<file path="src/hdl/mppt_duty_tracker_defines.svh">
// Assertion macros shared by the tracker RTL.
`ifndef MPPT_DUTY_TRACKER_DEFINES_SVH
`define MPPT_DUTY_TRACKER_DEFINES_SVH

`ifndef SYNTHESIS
`define MDT_ASSERT_IMP(name, clk, rst_n, ante, cons) \
  name: assert property (@(posedge clk) disable iff (!rst_n) (ante) |-> (cons)) \
    else $error("mppt_duty_tracker: same-cycle check failed");
`define MDT_ASSERT_NEXT(name, clk, rst_n, ante, cons) \
  name: assert property (@(posedge clk) disable iff (!rst_n) (ante) |=> (cons)) \
    else $error("mppt_duty_tracker: next-cycle check failed");
`else
`define MDT_ASSERT_IMP(name, clk, rst_n, ante, cons)
`define MDT_ASSERT_NEXT(name, clk, rst_n, ante, cons)
`endif

`endif

</file>
<file path="src/hdl/mdt_pkg.sv">
// Package with types, constants and width helpers of the MPPT duty tracker.
`timescale 1ns / 1ps

package mdt_pkg;

  localparam int ADC_BITS_DEFAULT    = 10;
  localparam int QUEUE_DEPTH_DEFAULT = 2;
  localparam int FRAC_BITS           = 16;
  localparam int GAIN_W              = 16;
  localparam int OFFSET_W            = 22;
  localparam int DUTY_W              = 16;
  localparam int PERIOD_W            = 10;
  localparam int CFG_INDEX_W         = 4;
  localparam int CFG_DATA_W          = 22;

  typedef enum logic [CFG_INDEX_W-1:0] {
    CFG_TRACKING_MODE  = 4'd0,
    CFG_VOLTAGE_GAIN   = 4'd1,
    CFG_CURRENT_GAIN   = 4'd2,
    CFG_CURRENT_OFFSET = 4'd3,
    CFG_DUTY_STEP      = 4'd4,
    CFG_DUTY_CEILING   = 4'd5,
    CFG_DUTY_FLOOR     = 4'd6,
    CFG_PWM_PERIOD     = 4'd7
  } cfg_index_t;

  typedef struct packed {
    logic                tracking_mode;
    logic [GAIN_W-1:0]   voltage_gain;
    logic [GAIN_W-1:0]   current_gain;
    logic [OFFSET_W-1:0] current_offset;
    logic [DUTY_W-1:0]   duty_step;
    logic [DUTY_W-1:0]   duty_ceiling;
    logic [DUTY_W-1:0]   duty_floor;
    logic [PERIOD_W-1:0] pwm_period;
  } cfg_t;

  localparam cfg_t CFG_RESET = '{
    tracking_mode:  1'b0,
    voltage_gain:   16'd4164,
    current_gain:   16'd3203,
    current_offset: 22'd1638400,
    duty_step:      16'd655,
    duty_ceiling:   16'd55706,
    duty_floor:     16'd0,
    pwm_period:     10'd159
  };

  typedef enum logic [1:0] {
    MOVE_HOLD = 2'd0,
    MOVE_UP   = 2'd1,
    MOVE_DOWN = 2'd2
  } move_t;

  typedef struct packed {
    logic dv_pos;
    logic dv_zero;
    logic di_pos;
    logic di_zero;
  } delta_class_t;

  typedef struct packed {
    logic [PERIOD_W-1:0] duty_count;
    logic [DUTY_W-1:0]   duty_fraction;
    move_t               move;
  } result_t;

  typedef enum logic [2:0] {
    BK_IDLE,
    BK_MUL_P,
    BK_MUL_A,
    BK_MUL_B,
    BK_DECIDE,
    BK_STEP,
    BK_MUL_D,
    BK_EMIT
  } back_state_t;

  function automatic int volt_w(input int adc_bits);
    return adc_bits + GAIN_W;
  endfunction

  function automatic int curr_w(input int adc_bits);
    return adc_bits + GAIN_W + 2;
  endfunction

  function automatic int entry_w(input int adc_bits);
    return 2 * volt_w(adc_bits) + 2 * curr_w(adc_bits) + 2 + $bits(delta_class_t);
  endfunction

endpackage

</file>
<file path="src/hdl/mdt_fifo.sv">
// Small register queue with show-ahead read.
`timescale 1ns / 1ps

module mdt_fifo #(
  parameter int WIDTH = 8,
  parameter int DEPTH = 2
) (
  input  logic             clk,
  input  logic             rst_n,
  input  logic             push,
  input  logic [WIDTH-1:0] wdata,
  input  logic             pop,
  output logic [WIDTH-1:0] rdata,
  output logic             full,
  output logic             empty
);

  localparam int PTR_W = (DEPTH > 1) ? $clog2(DEPTH) : 1;
  localparam int CNT_W = $clog2(DEPTH + 1);

  logic [WIDTH-1:0] mem_r [DEPTH];
  logic [PTR_W-1:0] wr_ptr_r, wr_ptr_nxt;
  logic [PTR_W-1:0] rd_ptr_r, rd_ptr_nxt;
  logic [CNT_W-1:0] count_r, count_nxt;
  logic             do_push, do_pop;

  assign full    = (count_r == CNT_W'(DEPTH));
  assign empty   = (count_r == '0);
  assign do_push = push && !full;
  assign do_pop  = pop && !empty;
  assign rdata   = mem_r[rd_ptr_r];

  always_comb begin
    wr_ptr_nxt = wr_ptr_r;
    rd_ptr_nxt = rd_ptr_r;
    count_nxt  = count_r;
    if (do_push) begin
      wr_ptr_nxt = (wr_ptr_r == PTR_W'(DEPTH - 1)) ? '0 : wr_ptr_r + PTR_W'(1);
    end
    if (do_pop) begin
      rd_ptr_nxt = (rd_ptr_r == PTR_W'(DEPTH - 1)) ? '0 : rd_ptr_r + PTR_W'(1);
    end
    if (do_push && !do_pop) begin
      count_nxt = count_r + CNT_W'(1);
    end else if (do_pop && !do_push) begin
      count_nxt = count_r - CNT_W'(1);
    end
  end

  always_ff @(posedge clk) begin
    if (!rst_n) begin
      wr_ptr_r <= '0;
      rd_ptr_r <= '0;
      count_r  <= '0;
    end else begin
      wr_ptr_r <= wr_ptr_nxt;
      rd_ptr_r <= rd_ptr_nxt;
      count_r  <= count_nxt;
    end
  end

  always_ff @(posedge clk) begin
    if (do_push) begin
      mem_r[wr_ptr_r] <= wdata;
    end
  end

endmodule

</file>
<file path="src/hdl/mdt_front.sv">
// Front end: accept samples, scale them, form and classify the deltas.
`timescale 1ns / 1ps

module mdt_front #(
  parameter int ADC_BITS = mdt_pkg::ADC_BITS_DEFAULT
) (
  input  logic                                   clk,
  input  logic                                   rst_n,
  input  mdt_pkg::cfg_t                          cfg,
  input  logic                                   in_push,
  output logic                                   in_full,
  input  logic [ADC_BITS-1:0]                    in_voltage_code,
  input  logic [ADC_BITS-1:0]                    in_current_code,
  input  logic                                   q_full,
  output logic                                   q_push,
  output logic [mdt_pkg::entry_w(ADC_BITS)-1:0] q_wdata
);

  localparam int VOLT_W = mdt_pkg::volt_w(ADC_BITS);
  localparam int CURR_W = mdt_pkg::curr_w(ADC_BITS);
  localparam int DV_W   = VOLT_W + 1;
  localparam int DI_W   = CURR_W + 1;

  logic                     s1_valid_r;
  logic [ADC_BITS-1:0]      vcode_r, icode_r;
  logic                     s2_valid_r;
  logic [VOLT_W-1:0]        volt_r, volt_nxt;
  logic signed [CURR_W-1:0] curr_r, curr_nxt;
  logic [VOLT_W-1:0]        last_volt_r;
  logic signed [CURR_W-1:0] last_curr_r;
  logic [VOLT_W-1:0]        iprod;
  logic signed [DV_W-1:0]   dv;
  logic signed [DI_W-1:0]   di;
  mdt_pkg::delta_class_t    cls;
  logic                     s2_go, s2_free, s1_go, s1_free, accept;

  assign s2_go   = s2_valid_r && !q_full;
  assign s2_free = !s2_valid_r || s2_go;
  assign s1_go   = s1_valid_r && s2_free;
  assign s1_free = !s1_valid_r || s1_go;
  assign in_full = !s1_free;
  assign accept  = in_push && !in_full;
  assign q_push  = s2_go;

  assign volt_nxt = VOLT_W'(vcode_r) * VOLT_W'(cfg.voltage_gain);
  assign iprod    = VOLT_W'(icode_r) * VOLT_W'(cfg.current_gain);
  assign curr_nxt = CURR_W'(cfg.current_offset) - CURR_W'(iprod);

  assign dv = DV_W'(volt_r) - DV_W'(last_volt_r);
  assign di = DI_W'(curr_r) - DI_W'(last_curr_r);

  assign cls.dv_pos  = !dv[DV_W-1] && (dv != '0);
  assign cls.dv_zero = (dv == '0);
  assign cls.di_pos  = !di[DI_W-1] && (di != '0);
  assign cls.di_zero = (di == '0);

  assign q_wdata = {volt_r, curr_r, dv, di, cls};

  always_ff @(posedge clk) begin
    if (!rst_n) begin
      s1_valid_r  <= 1'b0;
      s2_valid_r  <= 1'b0;
      last_volt_r <= '0;
      last_curr_r <= '0;
    end else begin
      if (s1_free) begin
        s1_valid_r <= accept;
      end
      if (s2_free) begin
        s2_valid_r <= s1_valid_r;
      end
      if (s2_go) begin
        last_volt_r <= volt_r;
        last_curr_r <= curr_r;
      end
    end
  end

  always_ff @(posedge clk) begin
    if (accept) begin
      vcode_r <= in_voltage_code;
      icode_r <= in_current_code;
    end
    if (s1_go) begin
      volt_r <= volt_nxt;
      curr_r <= curr_nxt;
    end
  end

endmodule

</file>
<file path="src/hdl/mdt_back.sv">
// Back end: sequencer with one shared multiplier for power, the decision's cross products and the PWM count.
`timescale 1ns / 1ps

module mdt_back #(
  parameter int ADC_BITS = mdt_pkg::ADC_BITS_DEFAULT
) (
  input  logic                                   clk,
  input  logic                                   rst_n,
  input  mdt_pkg::cfg_t                          cfg,
  input  logic                                   q_empty,
  output logic                                   q_pop,
  input  logic [mdt_pkg::entry_w(ADC_BITS)-1:0] q_rdata,
  input  logic                                   out_full,
  output logic                                   out_push,
  output mdt_pkg::result_t                       out_result
);

  localparam int VOLT_W   = mdt_pkg::volt_w(ADC_BITS);
  localparam int CURR_W   = mdt_pkg::curr_w(ADC_BITS);
  localparam int DV_W     = VOLT_W + 1;
  localparam int DI_W     = CURR_W + 1;
  localparam int CLS_W    = $bits(mdt_pkg::delta_class_t);
  localparam int DI_LSB   = CLS_W;
  localparam int DV_LSB   = DI_LSB + DI_W;
  localparam int CURR_LSB = DV_LSB + DV_W;
  localparam int VOLT_LSB = CURR_LSB + CURR_W;
  localparam int A_W      = DI_W;
  localparam int B_W      = DV_W;
  localparam int PROD_W   = A_W + B_W;
  localparam int SUM_W    = PROD_W + 1;
  localparam int POW_W    = VOLT_W + CURR_W;
  localparam int STEP_W   = mdt_pkg::DUTY_W + 2;

  mdt_pkg::back_state_t        state_r, state_nxt;
  logic [VOLT_W-1:0]           volt_r;
  logic signed [CURR_W-1:0]    curr_r;
  logic signed [DV_W-1:0]      dv_r;
  logic signed [DI_W-1:0]      di_r;
  mdt_pkg::delta_class_t       cls_r;
  logic signed [A_W-1:0]       op_a;
  logic signed [B_W-1:0]       op_b;
  logic                        mul_en;
  logic signed [PROD_W-1:0]    prod_r, prod_nxt;
  logic signed [PROD_W-1:0]    acc_r;
  logic signed [POW_W-1:0]     pwr_r, last_pwr_r;
  logic signed [POW_W:0]       dp;
  logic                        dp_pos, dp_pos_r;
  logic signed [SUM_W-1:0]     sum;
  logic                        sum_pos, sum_neg, go_up, go_down;
  mdt_pkg::move_t              move_r, move_nxt;
  logic signed [STEP_W-1:0]    base, step, stepped, ceil_s, floor_s;
  logic [mdt_pkg::DUTY_W-1:0]  duty_now_r, duty_nxt;

  always_comb begin
    state_nxt = state_r;
    case (state_r)
      mdt_pkg::BK_IDLE:   if (!q_empty) state_nxt = mdt_pkg::BK_MUL_P;
      mdt_pkg::BK_MUL_P:  state_nxt = mdt_pkg::BK_MUL_A;
      mdt_pkg::BK_MUL_A:  state_nxt = mdt_pkg::BK_MUL_B;
      mdt_pkg::BK_MUL_B:  state_nxt = mdt_pkg::BK_DECIDE;
      mdt_pkg::BK_DECIDE: state_nxt = mdt_pkg::BK_STEP;
      mdt_pkg::BK_STEP:   state_nxt = mdt_pkg::BK_MUL_D;
      mdt_pkg::BK_MUL_D:  state_nxt = mdt_pkg::BK_EMIT;
      mdt_pkg::BK_EMIT:   if (!out_full) state_nxt = mdt_pkg::BK_IDLE;
      default:            state_nxt = mdt_pkg::BK_IDLE;
    endcase
  end

  always_comb begin
    q_pop    = 1'b0;
    out_push = 1'b0;
    mul_en   = 1'b0;
    op_a     = A_W'(curr_r);
    op_b     = B_W'(volt_r);
    case (state_r)
      mdt_pkg::BK_IDLE: begin
        q_pop = !q_empty;
      end
      mdt_pkg::BK_MUL_P: begin
        mul_en = 1'b1;
      end
      mdt_pkg::BK_MUL_A: begin
        mul_en = 1'b1;
        op_a   = di_r;
      end
      mdt_pkg::BK_MUL_B: begin
        mul_en = 1'b1;
        op_b   = dv_r;
      end
      mdt_pkg::BK_MUL_D: begin
        mul_en = 1'b1;
        op_a   = A_W'(duty_now_r);
        op_b   = B_W'(cfg.pwm_period);
      end
      mdt_pkg::BK_EMIT: begin
        out_push = !out_full;
      end
      default: begin
        mul_en = 1'b0;
      end
    endcase
  end

  assign prod_nxt = PROD_W'(op_a) * PROD_W'(op_b);

  assign dp     = (POW_W + 1)'(pwr_r) - (POW_W + 1)'(last_pwr_r);
  assign dp_pos = !dp[POW_W] && (dp != '0);

  assign sum     = SUM_W'(acc_r) + SUM_W'(prod_r);
  assign sum_pos = !sum[SUM_W-1] && (sum != '0);
  assign sum_neg = sum[SUM_W-1];

  always_comb begin
    go_up   = 1'b0;
    go_down = 1'b0;
    if (cls_r.dv_zero) begin
      go_down = cls_r.di_pos;
      go_up   = !cls_r.di_pos && !cls_r.di_zero;
    end else if (cls_r.dv_pos) begin
      go_down = sum_pos;
      go_up   = sum_neg;
    end else begin
      go_down = sum_neg;
      go_up   = sum_pos;
    end
    if (cfg.tracking_mode) begin
      move_nxt = (dp_pos_r != cls_r.dv_pos) ? mdt_pkg::MOVE_UP : mdt_pkg::MOVE_DOWN;
    end else if (go_down) begin
      move_nxt = mdt_pkg::MOVE_DOWN;
    end else if (go_up) begin
      move_nxt = mdt_pkg::MOVE_UP;
    end else begin
      move_nxt = mdt_pkg::MOVE_HOLD;
    end
  end

  assign base    = STEP_W'(duty_now_r);
  assign step    = STEP_W'(cfg.duty_step);
  assign ceil_s  = STEP_W'(cfg.duty_ceiling);
  assign floor_s = STEP_W'(cfg.duty_floor);

  always_comb begin
    case (move_r)
      mdt_pkg::MOVE_UP:   stepped = base + step;
      mdt_pkg::MOVE_DOWN: stepped = base - step;
      default:            stepped = base;
    endcase
    if (stepped >= ceil_s) begin
      duty_nxt = cfg.duty_ceiling;
    end else if (stepped <= floor_s) begin
      duty_nxt = cfg.duty_floor;
    end else begin
      duty_nxt = stepped[mdt_pkg::DUTY_W-1:0];
    end
  end

  assign out_result.duty_count    = prod_r[mdt_pkg::FRAC_BITS +: mdt_pkg::PERIOD_W];
  assign out_result.duty_fraction = duty_now_r;
  assign out_result.move          = move_r;

  always_ff @(posedge clk) begin
    if (!rst_n) begin
      state_r    <= mdt_pkg::BK_IDLE;
      duty_now_r <= '0;
      last_pwr_r <= '0;
    end else begin
      state_r <= state_nxt;
      if (state_r == mdt_pkg::BK_DECIDE) begin
        last_pwr_r <= pwr_r;
      end
      if (state_r == mdt_pkg::BK_STEP) begin
        duty_now_r <= duty_nxt;
      end
    end
  end

  always_ff @(posedge clk) begin
    if (q_pop) begin
      volt_r <= q_rdata[VOLT_LSB +: VOLT_W];
      curr_r <= q_rdata[CURR_LSB +: CURR_W];
      dv_r   <= q_rdata[DV_LSB +: DV_W];
      di_r   <= q_rdata[DI_LSB +: DI_W];
      cls_r  <= mdt_pkg::delta_class_t'(q_rdata[CLS_W-1:0]);
    end
    if (mul_en) begin
      prod_r <= prod_nxt;
    end
    if (state_r == mdt_pkg::BK_MUL_A) begin
      pwr_r <= prod_r[POW_W-1:0];
    end
    if (state_r == mdt_pkg::BK_MUL_B) begin
      acc_r    <= prod_r;
      dp_pos_r <= dp_pos;
    end
    if (state_r == mdt_pkg::BK_DECIDE) begin
      move_r <= move_nxt;
    end
  end

endmodule

</file>
<file path="src/hdl/mppt_duty_tracker.sv">
// MPPT duty tracker top level: configuration registers, queues and the two engines.
//
// Input side is a queue: drive in_push with a voltage/current ADC pair while in_full
// is low. Results come out of a queue: while out_empty is low the oldest result
// (duty_count, duty_fraction, move) sits on the out_ ports; out_pop takes it.
// Configuration writes go through cfg_valid/cfg_ready (always ready) with a
// register index and data; indexes past the last register are dropped. Write
// only while no item is in flight.
// From input accept to the out_ ports an item passes two front stages, the middle
// queue, the eight back sequencer states and the result queue. The back sequencer
// takes a new item only after it has emitted the last one, since it runs power,
// two cross products and the PWM count through one shared multiplier.
// Reset loads the default register values, zeroes duty and the stored
// voltage, current and power, and empties both queues.
// When the receiver stalls, the result queue fills with QUEUE_DEPTH items, the back end
// waits in its last state, the middle queue fills and in_full then rises.
`timescale 1ns / 1ps
`include "mppt_duty_tracker_defines.svh"

module mppt_duty_tracker #(
  parameter int ADC_BITS    = mdt_pkg::ADC_BITS_DEFAULT,
  parameter int QUEUE_DEPTH = mdt_pkg::QUEUE_DEPTH_DEFAULT
) (
  input  logic                               clk,
  input  logic                               rst_n,
  input  logic                               in_push,
  output logic                               in_full,
  input  logic [ADC_BITS-1:0]                in_voltage_code,
  input  logic [ADC_BITS-1:0]                in_current_code,
  output logic                               out_empty,
  input  logic                               out_pop,
  output logic [mdt_pkg::PERIOD_W-1:0]       out_duty_count,
  output logic [mdt_pkg::DUTY_W-1:0]         out_duty_fraction,
  output logic [1:0]                         out_move,
  input  logic                               cfg_valid,
  output logic                               cfg_ready,
  input  logic [mdt_pkg::CFG_INDEX_W-1:0]    cfg_index,
  input  logic [mdt_pkg::CFG_DATA_W-1:0]     cfg_data
);

  localparam int ENTRY_W = mdt_pkg::entry_w(ADC_BITS);
  localparam int RES_W   = $bits(mdt_pkg::result_t);

  mdt_pkg::cfg_t     cfg_r, cfg_nxt;
  logic              mid_push, mid_pop, mid_full, mid_empty;
  logic [ENTRY_W-1:0] mid_wdata, mid_rdata;
  logic              out_push, out_full;
  mdt_pkg::result_t  back_result, out_result;
  logic [RES_W-1:0]  out_rdata;

  assign cfg_ready = 1'b1;

  always_comb begin
    cfg_nxt = cfg_r;
    if (cfg_valid && cfg_ready) begin
      case (cfg_index)
        mdt_pkg::CFG_TRACKING_MODE:  cfg_nxt.tracking_mode  = cfg_data[0];
        mdt_pkg::CFG_VOLTAGE_GAIN:   cfg_nxt.voltage_gain   = cfg_data[mdt_pkg::GAIN_W-1:0];
        mdt_pkg::CFG_CURRENT_GAIN:   cfg_nxt.current_gain   = cfg_data[mdt_pkg::GAIN_W-1:0];
        mdt_pkg::CFG_CURRENT_OFFSET: cfg_nxt.current_offset = cfg_data[mdt_pkg::OFFSET_W-1:0];
        mdt_pkg::CFG_DUTY_STEP:      cfg_nxt.duty_step      = cfg_data[mdt_pkg::DUTY_W-1:0];
        mdt_pkg::CFG_DUTY_CEILING:   cfg_nxt.duty_ceiling   = cfg_data[mdt_pkg::DUTY_W-1:0];
        mdt_pkg::CFG_DUTY_FLOOR:     cfg_nxt.duty_floor     = cfg_data[mdt_pkg::DUTY_W-1:0];
        mdt_pkg::CFG_PWM_PERIOD:     cfg_nxt.pwm_period     = cfg_data[mdt_pkg::PERIOD_W-1:0];
        default:                     cfg_nxt = cfg_r;
      endcase
    end
  end

  always_ff @(posedge clk) begin
    if (!rst_n) begin
      cfg_r <= mdt_pkg::CFG_RESET;
    end else begin
      cfg_r <= cfg_nxt;
    end
  end

  mdt_front #(
    .ADC_BITS (ADC_BITS)
  ) u_front (
    .clk             (clk),
    .rst_n           (rst_n),
    .cfg             (cfg_r),
    .in_push         (in_push),
    .in_full         (in_full),
    .in_voltage_code (in_voltage_code),
    .in_current_code (in_current_code),
    .q_full          (mid_full),
    .q_push          (mid_push),
    .q_wdata         (mid_wdata)
  );

  mdt_fifo #(
    .WIDTH (ENTRY_W),
    .DEPTH (QUEUE_DEPTH)
  ) u_mid_q (
    .clk   (clk),
    .rst_n (rst_n),
    .push  (mid_push),
    .wdata (mid_wdata),
    .pop   (mid_pop),
    .rdata (mid_rdata),
    .full  (mid_full),
    .empty (mid_empty)
  );

  mdt_back #(
    .ADC_BITS (ADC_BITS)
  ) u_back (
    .clk        (clk),
    .rst_n      (rst_n),
    .cfg        (cfg_r),
    .q_empty    (mid_empty),
    .q_pop      (mid_pop),
    .q_rdata    (mid_rdata),
    .out_full   (out_full),
    .out_push   (out_push),
    .out_result (back_result)
  );

  mdt_fifo #(
    .WIDTH (RES_W),
    .DEPTH (QUEUE_DEPTH)
  ) u_out_q (
    .clk   (clk),
    .rst_n (rst_n),
    .push  (out_push),
    .wdata (back_result),
    .pop   (out_pop),
    .rdata (out_rdata),
    .full  (out_full),
    .empty (out_empty)
  );

  assign out_result        = mdt_pkg::result_t'(out_rdata);
  assign out_duty_count    = out_result.duty_count;
  assign out_duty_fraction = out_result.duty_fraction;
  assign out_move          = out_result.move;

  `MDT_ASSERT_IMP(a_mid_push_room, clk, rst_n, mid_push, !mid_full)
  `MDT_ASSERT_IMP(a_mid_pop_data, clk, rst_n, mid_pop, !mid_empty)
  `MDT_ASSERT_IMP(a_out_push_room, clk, rst_n, out_push, !out_full)
  `MDT_ASSERT_NEXT(a_out_push_shows, clk, rst_n, out_push, !out_empty)

endmodule

</file>
<file path="config.mk">
export PLATFORM = sky130hd
export DESIGN_NAME = mppt_duty_tracker
export DESIGN_NICKNAME = d
export VERILOG_FILES = /design/src/hdl/mdt_pkg.sv /design/src/hdl/mdt_fifo.sv /design/src/hdl/mdt_front.sv /design/src/hdl/mdt_back.sv /design/src/hdl/mppt_duty_tracker.sv
export VERILOG_INCLUDE_DIRS = /design/src /design/src/hdl
export SDC_FILE = /design/constraint.sdc
export NUM_CORES = 2
export LEC_CHECK = 0
export ABC_AREA = 0
export BUFFER_PORTS_ARGS = -buffer_cell sky130_fd_sc_hd__buf_2
export CAP_MARGIN = 5
export CORE_MARGIN = 5
export CORE_UTILIZATION = 38
export CTS_CLUSTER_DIAMETER = 120
export DETAILED_ROUTE_END_ITERATION = 6
export HOLD_SLACK_MARGIN = 0.03
export PLACE_DENSITY = 0.61
export SYNTH_ARGS = -nofsm -noshare
export SYNTH_HDL_FRONTEND = slang
export SYNTH_SLANG_ARGS = --single-unit
</file>
<file path="constraint.sdc">
create_clock -name clk -period 11.8 [get_ports clk]
set_input_delay 1.18 -clock clk [delete_from_list [all_inputs] [get_ports clk]]
set_output_delay 1.18 -clock clk [all_outputs]
set_load 0.05 [all_outputs]
</file>
==> metrics.md <==
| Metric | Value |
|---|---|
| Syn Area/Cell | `about 9.8 µm²` |
| Worst hold path type | `reg -> reg` |
| DRT iter0 DRCs | `~4,000` |
| Setup CP Type | `reg -> reg` |
| CTS buffer count | `93` |
| Residual DRC | `0` |
| FMAX | `95.07 MHz` |
| Final Max Slew Viols | `0` |
| Final TNS setup | `0 ps` |
| Most area-hungry cell type in the Yosys netlist | `fa_1` |
| RSZ-0062 raised after global routing | `no` |
| CORE AREA | `0.2098 mm²` |
| Clock Tree Buf Depth | `3` |
| Final ANT Viol Nets | `0` |
| Pre-CTS WS | `1297 ps` |
| M3 GR Usage | `0.03761` |
| Synth cell types | `94` |
| FF+latch count, synth | `884` |
| Die H | `469.3 µm` |
| Post-synthesis sequential area ratio | `0.3000` |
| Crit-path slowest cell | `a211o_1` |
| H-tree depth | `3` |
| CP startpoint kind | `flop` |
| HPWL after DPL | `180,200 µm` |
| Synthesized area | `0.08015 mm²` |
| Final Worst Setup Slack | `1281 ps` |
| Initial core utilization | `0.3820` |
| Post-CTS Setup Bufs | `0` |
| Final Non-Filler Cells | `11,010` |
| Area share of the largest cell type after synthesis | `0.2605` |
| Final wirelength | `231,600 µm` |
| Synth cell count leaders | `inv_1 (1,359), nand2_1 (1,156), fa_1 (1,043), edfxtp_1 (634), nor2_1 (585)` |
| Routed wire length per instance | `roughly 21 µm` |
| EDFF count, synth | `634` |
| Tmin final | `approximately 11,000 ps` |
| Pre-antenna DRT Iters | `7` |
| First-pass GRT wire length | `357,200 µm` |
| Yosys warns | `0` |
| CTS tree | `yes` |
| Critical path fanouts, max | `35` |
| CTS sink cnt | `a little under 900` |
| Clk root buf | `clkbuf_16` |
| Total Routing Usage GR | `0.2075` |
| IO Port Bufs | `80` |
| Share of layout cells above drive strength 1 | `0.07071` |
| Fin nets | `9,734` |
| Rows | `168` |
| Vias in the first global route | `~60,000` |
| Largest stage delay, worst path | `between 800 and 900 ps` |
| Predominant post-synthesis flop cell | `edfxtp_1` |
| Outcome | `finished clean` |
| Top area cells in the synthesized netlist | `fa_1 (26%), edfxtp_1 (24%), ha_1 (8.1%)` |
| Overflow after GRT | `0` |
| Final clock skew | `66.25 ps` |
| Met2 GRT Util | `0.3492` |
| IO Pins | `82` |
| Max Cap Viol | `0` |
| Final period util | `0.8914` |
| Req. time, crit path | `12,220 ps` |
| Gates resized, CTS repair | `0` |
| Layout area overhead | `8.617%` |
| Final Wtd Congestion | `approximately 0.94` |
| Clock-pin slew on the worst setup and hold paths | `approximately 70 ps` |
| Slew Limit Headroom | `0.1280` |
| Setup violators final | `0` |
| Crit path capture type | `flop` |
| # fillers | `20,470` |
| Count leader, synth | `inv_1` |
| Largest net degree at the start of global routing | `between 70 and 80` |
| DIE AREA | `0.2202 mm²` |
| Post-Syn Nets | `a little under 10,000` |
| Chip width | `469.3 µm` |
| Final-report hold violation count | `0` |
| Fin Hold WS | `~450 ps` |
| Post-synthesis cell count | `8,173` |
| Global routing usage on met1 | `0.2635` |
| Share of synthesized flip-flops with an asynchronous set or reset | `0` |
| Layer with the highest usage | `met2` |
| Vias per std cell | `5.231` |
| Clk_lat worst skew | `740 ps` |
| Hold Buf Count CTS | `0` |
| Critical path arrival | `10,940 ps` |
| DP Cell Count | `10,830` |
| Initial antenna violation count | `6` |
| Slew @ Worst Pin | `1308 ps` |
| Via Count | `57,590` |
==> cells in the final DEF (no fill, tap or decap), drive strengths merged, types with 34 or more instances in the layout <==
cell type  synthesis  layout
nor2             585     585
dfxtp            250     250
o21a              67      67
buf               48     184
a211oi            39      39
nand4             47      47
xnor2            139     139
nor3              68      68
o211ai            34      34
edfxtp           634     634
a21o             109     109
and2             235     235
o21bai            43      43
clkbuf           283     110
o21ai            219     219
mux2i             59      59
clkinv             1      35
a21oi            451     451
mux2             156     156
fa              1043    1043
nand3             87      87
nand2           1156    1156
xor2              62      62
inv             1363    1372
ha               519     519
nor2b             46      46
nand2b            46      46
==> metal layers <==
metal | up-vias | share of wire
li1 | 26340 | -
met1 | 29100 | 0.42
met2 | 1646 | 0.47
met3 | 502 | 0.064
met4 | 2 | 0.048
met5 | - | 0.000035
==> state kept, by name, summed over array words and instances (netlist names), 27 cells and up, named ones only <==
name and flops:
u_back.curr_r 27, u_back.di_r 28, u_front.curr_r 27, u_front.last_curr_r 27
u_back.acc_r 56, u_back.prod_r 56, u_back.last_pwr_r 54, u_out_q.mem_r 56
u_back.dv_r 27, u_back.pwr_r 54, u_mid_q.mem_r 224, cfg_r 113
==> path summary, 6_finish.rpt <==
path | depth (start not counted) | endpoint | slack, ps | startpoint
worst max-delay path | 33 | u_back.prod_r[52]$_DFFE_PP_ | 1280 | u_back.state_r[0]$_SDFFE_PN0P_
worst min-delay path | 2 | u_back.last_pwr_r[47]$_SDFFE_PN0P_ | 450 | u_back.last_pwr_r[47]$_SDFFE_PN0P_
worst max register to register | 33 | u_back.prod_r[52]$_DFFE_PP_ | 1280 | u_back.state_r[0]$_SDFFE_PN0P_
worst min register to register | 2 | u_back.last_pwr_r[47]$_SDFFE_PN0P_ | 450 | u_back.last_pwr_r[47]$_SDFFE_PN0P_
==> metrics by stage <==
step / util / area [µm²]
6_report: 0.4150 / 87050
5_1_grt: 0.4149 / 87050
4_1_cts: 0.4149 / 87050
3_5_place_dp: 0.3993 / 83770
3_3_place_gp: 0.3993 / 83770
2_1_floorplan: - / 80150
==> logic make-up after synthesis <==
logic type      Yosys count  synth area share
flops                   884            0.3000
simple gates           2407            0.1328
other cells               1        0.00004679
buf+inv                1695           0.07966
xor+xnor                201           0.02197
mux                     215           0.02929
compound gates         1208           0.09468
fa+ha+maj              1562            0.3415
==> critical path, delay by kind of cell (launching register included) <==
family	cells	cell delay, ps
AO/OA/AOI/OAI	9	2980
flip-flops	1	310
adder cells (fa/ha/maj)	8	4020
buffers and inverters	8	1490
AND/OR/NAND/NOR	7	1300
XOR/XNOR	1	80
==> cell type report <==
class / instances / area, µm² / share of cell area
clock inverters: 66 / 762.0 / 0.008753
inverters: 1364 / 5125 / 0.05887
multi-input cells: 5594 / 49900 / 0.5733
repair buffers: 184 / 1181 / 0.01357
clock buffers: 110 / 2514 / 0.02887
well taps: 2805 / 3510 / 0.04032
diodes: 3 / 7.507 / 0.00008624
flip-flops and latches: 884 / 24050 / 0.2763
Power is not shown: default switching activity piles up to over one toggle a cycle in this logic, so the estimate is an artifact.
